**config.mk**
```make
export PLATFORM = sky130hd
export DESIGN_NAME = sgbi_addr
export DESIGN_NICKNAME = d
export VERILOG_FILES = /design/src/sv/spatial_grid_bucket_insert_assert.svh /design/src/sv/sgbi_pkg.sv /design/src/sv/sgbi_addr.sv
export SDC_FILE = /design/constraint.sdc
export NUM_CORES = 1
export LEC_CHECK = 0
export ABC_AREA = 1
export BUFFER_PORTS_ARGS = -buffer_cell sky130_fd_sc_hd__buf_2
export CAP_MARGIN = 25
export CORE_UTILIZATION = 36
export CTS_CLUSTER_SIZE = 14
export DETAILED_ROUTE_END_ITERATION = 8
export HOLD_SLACK_MARGIN = 0.12
export PLACE_DENSITY = 0.85
export REMOVE_ABC_BUFFERS = 1
export SETUP_SLACK_MARGIN = 0.1
export SLEW_MARGIN = 5
export SYNTH_ARGS = -nofsm -noshare
export SYNTH_HDL_FRONTEND = slang
export SYNTH_SLANG_ARGS = --single-unit
```
**constraint.sdc**
```tcl
create_clock -name clk -period 0.8 [get_ports clk]
set_input_delay 0.12 -clock clk [delete_from_list [all_inputs] [get_ports clk]]
set_output_delay 0.12 -clock clk [all_outputs]
set_load 0.005 [all_outputs]
```
**src/sv/spatial_grid_bucket_insert_assert.svh**
```systemverilog
`ifndef SPATIAL_GRID_BUCKET_INSERT_ASSERT_SVH
`define SPATIAL_GRID_BUCKET_INSERT_ASSERT_SVH

// The consequent must hold in the same cycle as the antecedent.
`define SGBI_ASSERT_SAME(label, ante, cons, msg) \
  label: assert property (@(posedge clk) disable iff (rst) (ante) |-> (cons)) \
    else $error(msg);

// The consequent must hold in the cycle after the antecedent.
`define SGBI_ASSERT_NEXT(label, ante, cons, msg) \
  label: assert property (@(posedge clk) disable iff (rst) (ante) |=> (cons)) \
    else $error(msg);

`endif

```
**src/sv/sgbi_pkg.sv**
```systemverilog
package sgbi_pkg;

  localparam int GRID_COLS_DEF    = 128;
  localparam int GRID_ROWS_DEF    = 128;
  localparam int POOL_ENTRIES_DEF = 1024;

  localparam int HANDLE_W    = 10;
  localparam int COORD_W     = 16;
  localparam int COORDS_W    = 3 * COORD_W;
  localparam int CELL_OUT_W  = 14;
  localparam int FIELD_LSB   = 8;
  localparam int FIELD_W     = 7;
  localparam int FIELD_DEPTH = 1 << FIELD_W;
  localparam int RECIP_SHIFT = 20;
  localparam int PROD_W      = HANDLE_W + RECIP_SHIFT;
  localparam int HANDLE_SPAN = 1 << HANDLE_W;

  typedef struct packed {
    logic rd;
    logic upd;
    logic link;
    logic fix;
  } mem_ctl_t;

endpackage

```
**src/sv/sgbi_addr.sv**
```systemverilog
module sgbi_addr #(
  parameter int GRID_COLS    = sgbi_pkg::GRID_COLS_DEF,
  parameter int GRID_ROWS    = sgbi_pkg::GRID_ROWS_DEF,
  parameter int POOL_ENTRIES = sgbi_pkg::POOL_ENTRIES_DEF,
  parameter int HW           = (POOL_ENTRIES > 1) ? $clog2(POOL_ENTRIES) : 1,
  parameter int CW           = $clog2(GRID_COLS * GRID_ROWS)
) (
  input  logic                                clk,
  input  logic                                load,
  input  logic [sgbi_pkg::HANDLE_W-1:0]       object_handle,
  input  logic [sgbi_pkg::COORD_W-1:0]        coord_a,
  input  logic [sgbi_pkg::COORD_W-1:0]        coord_b,
  input  logic [sgbi_pkg::COORD_W-1:0]        coord_d,
  output logic [HW-1:0]                       handle,
  output logic [CW-1:0]                       cell_idx,
  output logic [sgbi_pkg::COORDS_W-1:0]       coords
);
  import sgbi_pkg::*;

  logic [FIELD_W-1:0]  col_lut [FIELD_DEPTH];
  logic [FIELD_W-1:0]  row_lut [FIELD_DEPTH];
  logic [FIELD_W-1:0]  col;
  logic [FIELD_W-1:0]  row;
  logic [CW-1:0]       cell_calc;
  logic [HANDLE_W-1:0] h_raw;

  for (genvar i = 0; i < FIELD_DEPTH; i++) begin : g_lut
    assign col_lut[i] = FIELD_W'(i % GRID_COLS);
    assign row_lut[i] = FIELD_W'(i % GRID_ROWS);
  end

  assign col       = col_lut[coord_a[FIELD_LSB +: FIELD_W]];
  assign row       = row_lut[coord_b[FIELD_LSB +: FIELD_W]];
  assign cell_calc = CW'(row) * CW'(GRID_COLS) + CW'(col);

  always_ff @(posedge clk) begin
    if (load) begin
      h_raw    <= object_handle;
      cell_idx <= cell_calc;
      coords   <= {coord_d, coord_b, coord_a};
    end
  end

  if (POOL_ENTRIES >= HANDLE_SPAN) begin : g_wide_pool
    assign handle = HW'(h_raw);
  end else begin : g_narrow_pool
    // Remainder by reciprocal: the quotient estimate is low by at most one.
    localparam int RECIP = (1 << RECIP_SHIFT) / POOL_ENTRIES;
    localparam int RW    = HANDLE_W + 1;

    logic [PROD_W-1:0]   prod;
    logic [HANDLE_W-1:0] q_est;
    logic [RW-1:0]       qp;
    logic [RW-1:0]       rem_est;
    logic [RW-1:0]       rem;

    assign prod = PROD_W'(object_handle) * PROD_W'(RECIP);

    always_ff @(posedge clk) begin
      if (load) begin
        q_est <= prod[PROD_W-1:RECIP_SHIFT];
      end
    end

    assign qp      = RW'(q_est) * RW'(POOL_ENTRIES);
    assign rem_est = RW'(h_raw) - qp;
    assign rem     = (rem_est >= RW'(POOL_ENTRIES)) ? rem_est - RW'(POOL_ENTRIES) : rem_est;
    assign handle  = HW'(rem);
  end

endmodule

```
# --- Word-level counts from Yosys, hierarchy flattened ---
# Memories as Yosys holds them, arrays and structs flattened.
# Index checks and enable logic that the tools add are counted.
word_totals:
  ff_bits: 72
  rom_bits: 1792
  inputBits: 60
  output_inout_bits: 72
  word_cells: 14
  n_memories: 2
classes:
  n_addsub: 1
  n_lt_le_gt_ge: 2
  muxes: 4
  bitwise_logic: 2
memory_table:
  columns: ["name", "words", "width", "read_ports", "rd_clocked_by_memory_dff", "wr", "line", "source"]
  rows:
  - ["(no name shown)", 128, 7, 1, 0, 0, "sgbi_addr.sv:33", "assign row = row_lut[coord_b[FIELD_LSB +: FIELD_W]];"]
  - ["(no name shown)", 128, 7, 1, 0, 0, "sgbi_addr.sv:32", "assign col = col_lut[coord_a[FIELD_LSB +: FIELD_W]];"]
op_table:
  columns: ["op", "n"]
  rows:
  - ["$mux 7", 4]
  - ["$ge 8x8->1 const B", 2]
  - ["$not 7->8", 2]
  - ["$add 14x7->14", 1]

# --- Longest topological paths before layout ---
depth:
  ltp_word: 5
  mapped_depth: 1
  mapped_depth_nobuf: 0

# --- Least setup slack after synthesis ---
# Ideal clock, no wire load.
synth_timing:
  path_type: "reg2out"
  start: "register coords[10] (netlist name)"
  end: "output coords[10] (netlist name)"
  t_arrival_ns: 0.526
  t_required_ns: 0.680
  setup_slack_ns: 0.154
  stages_incl_launch_ff: 2
  n_path_buf: 1
  path_cell_list: "edfxtp_1 -> buf_4"
synth_lines:
  columns: ["element", "line", "source"]
  rows:
  - ["start: declaration", "sgbi_addr.sv:16", "output logic [sgbi_pkg::COORDS_W-1:0] coords"]
  - ["start signal: assignment", "sgbi_addr.sv:40", "coords <= {coord_d, coord_b, coord_a};"]
# No word-level cell between the ends.

# --- Final worst setup path ---
layout_timing:
  start: "register coords[26] (netlist name)"
  end: "output coords[26] (netlist name)"
# No word-level cell between the ends.

==> metrics.cfg <==
[synthesis]
ys_seq_area_frac = 0.9431
synth.distinct_cells = 2
synth_area_leader_cell = edfxtp_1
synth_top_family_by_area = buffers and inverters
netlist.area_leader.share = 0.9431
ys_warn_count = 0
synthTopCellsByArea = edfxtp_1, buf_4
syn_inst = 72
synth_mux_area_frac = 0
synth-xor-area-share = 0
synthAdderAreaFrac = 0
synthSimpleGateAreaFrac = 0
synth_area_per_cell_um2 = 25.65
ys_ff_latch = 58
synth_area_um2 = 1847
synth_compound_area_frac = 0

[drt]
drt_iter0_drc = 45
first_pass_iters = 4
via_per_inst = 4.097
post_drt_wl_per_cell_um = 13.69
drc = 0
num_vias = 1356
ant_nets = 0
wl_um = 4533

[place]
dpl.hpwl_um = 2630
portBuffers = 131
gp_congestion = 0.6281
dp_cells = 258

[timing]
max_slew.worst_pin.slew_ns = 0.1736
rsz0062_at_grt = true
fin_ws_ns = -0.1863
fin_setup_tns_ns = -10.49
setup_viol_count_final = 72
hold_viol_final = 0
post-route-period-util = 1.233
drv_slew = 0
max_freq_mhz = 1014
max_slew_margin = 0.8843
layout_min_cycle_time_ns = 0.9863

[setup_path]
cp_num_buf_inv = 1
slowest_delay_ns = 0.40
cp-end-kind = output port
cp_slowest_cell = edfxtp_1
cp.arrival_ns = 0.87
path_cells = buf_2
worst_ep_required_time_ns = 0.68
critPathLaunchType = flop
critPathMaxFanout = 2
crit_type = flop to output port
path_delay_family = flip-flops

[floorplan]
ios = 132
die_h_um = 73.63
chipWidth_um = 73.63
die_area_um2 = 5421
initial_utilization = 0.3834
num_rows = 25
core_area_um2 = 4817

[clocking]
numClockSinks = 58
cts_buffer_depth = 2
cts.clk_slew.worst_paths_ns = 0.06
ctsHtreeMaxLevel = 3
cts_tree = done
cts_buffers = 9
clockRootBuffer = clkbuf_8

[layout]
final_cells = 331
multi_input_area_um2 = 0
final_core_util = 0.6829
multi_input_cells = 0
nets = 320
diodes = 0
nFillCells = 334
syn2layout_area_growth_pct = 78.12
drive_gt1_frac = 0.5492

[grt]
grt_max_degree = 34
grt_pass1_vias = 1451
track_usage = 0.1747
grt_pass1_wl_um = 6348
antenna_found_initial = 0
grt-ovfl-total = 0

[power]
p_leak_nw = 1.479
power.density_nw_per_um2 = 2091
ir_worst_vdd_mv = 1.546

[run_status]
status = finished with violations
violations = setup timing

[run]
cap_violations = 0

[worst_hold_path]
hold_path_class = input pin to flop

-- where the power goes --
group | total (W) | leakage [nW] | switching [W] | internal [W]
combinational | 0.000773 | 0.821 | 0.000285 | 0.000487
sequential | 0.00368 | 0.568 | 0.0000664 | 0.00361
clock | 0.00243 | 0.0906 | 0.00102 | 0.00140
-- path summary, 6_finish.rpt --
| check | start | to | slack (ns) | depth (start not counted) |
|---|---|---|---|---|
| min | coord_d[14] | coords[46] | 0.16 | 2 |
| max | coords[26] | coords[26] | -0.19 | 1 |
-- layer usage --
metal  vias up  wire length (um)  global-route usage
met3        13               436             0.08093
met5         -                 0                   0
li1        639                 -                   -
met2        84              2485              0.3231
met1       620              1487              0.1430
met4         0               125              0.1197
-- metrics by stage --
stage / cell area, um2 / hold slack [ns] / total power, W / setup slack [ns]
6_report: 3289 / 0.1588 / 0.006878 / -0.1863
5_1_grt: 3289 / 0.1701 / 0.007167 / -0.2255
4_1_cts: 3277 / 0.2512 / 0.006919 / -0.2087
3_5_place_dp: 2521 / 0.2983 / 0.004283 / 0.002021
3_3_place_gp: 2521 / 0.2962 / 0.004255 / 0.008303
2_1_floorplan: 1742 / 0.2189 / 0.003797 / 0.2862
-- synthesized netlist by cell type (all sizes together) --
library cell and instances:
edfxtp 58, buf 14
-- timing repair --
action / 4_1_cts / 5_1_grt
hold buffers: 58 / 0
buffers inserted: 0 / 0
setup endpoints to repair: 72 / 77
endpoints found under the hold margin: 58 / 0
gates resized for setup: 0 / 5
-- layout make-up --
type | count | area, um2 | area share
Clock buffer | 11 | 131.4 | 0.03994
Clock inverter | 4 | 43.79 | 0.01331
Sequential cell | 58 | 1742 | 0.5295
Tap cell | 67 | 83.83 | 0.02549
Timing Repair Buffer | 191 | 1289 | 0.3918
-- cells by family (layout without fill, tap and decap cells) --
kind of cell,Yosys count,count (layout)
buffers and inverters,14,206
flip-flops,58,58
-- placed cells by master (no fill, tap or decap), drive strengths merged --
cell type,instances
clkinv,3
dlygate4sd3,53
dlymetal6s4s,5
bufinv,1
clkbuf,11
buf,133
edfxtp,58
-- flip-flops by register name, summed over array words and instances (netlist names) --
name / count
handle: 10
coords: 48
(Power assumes the default switching activity.)
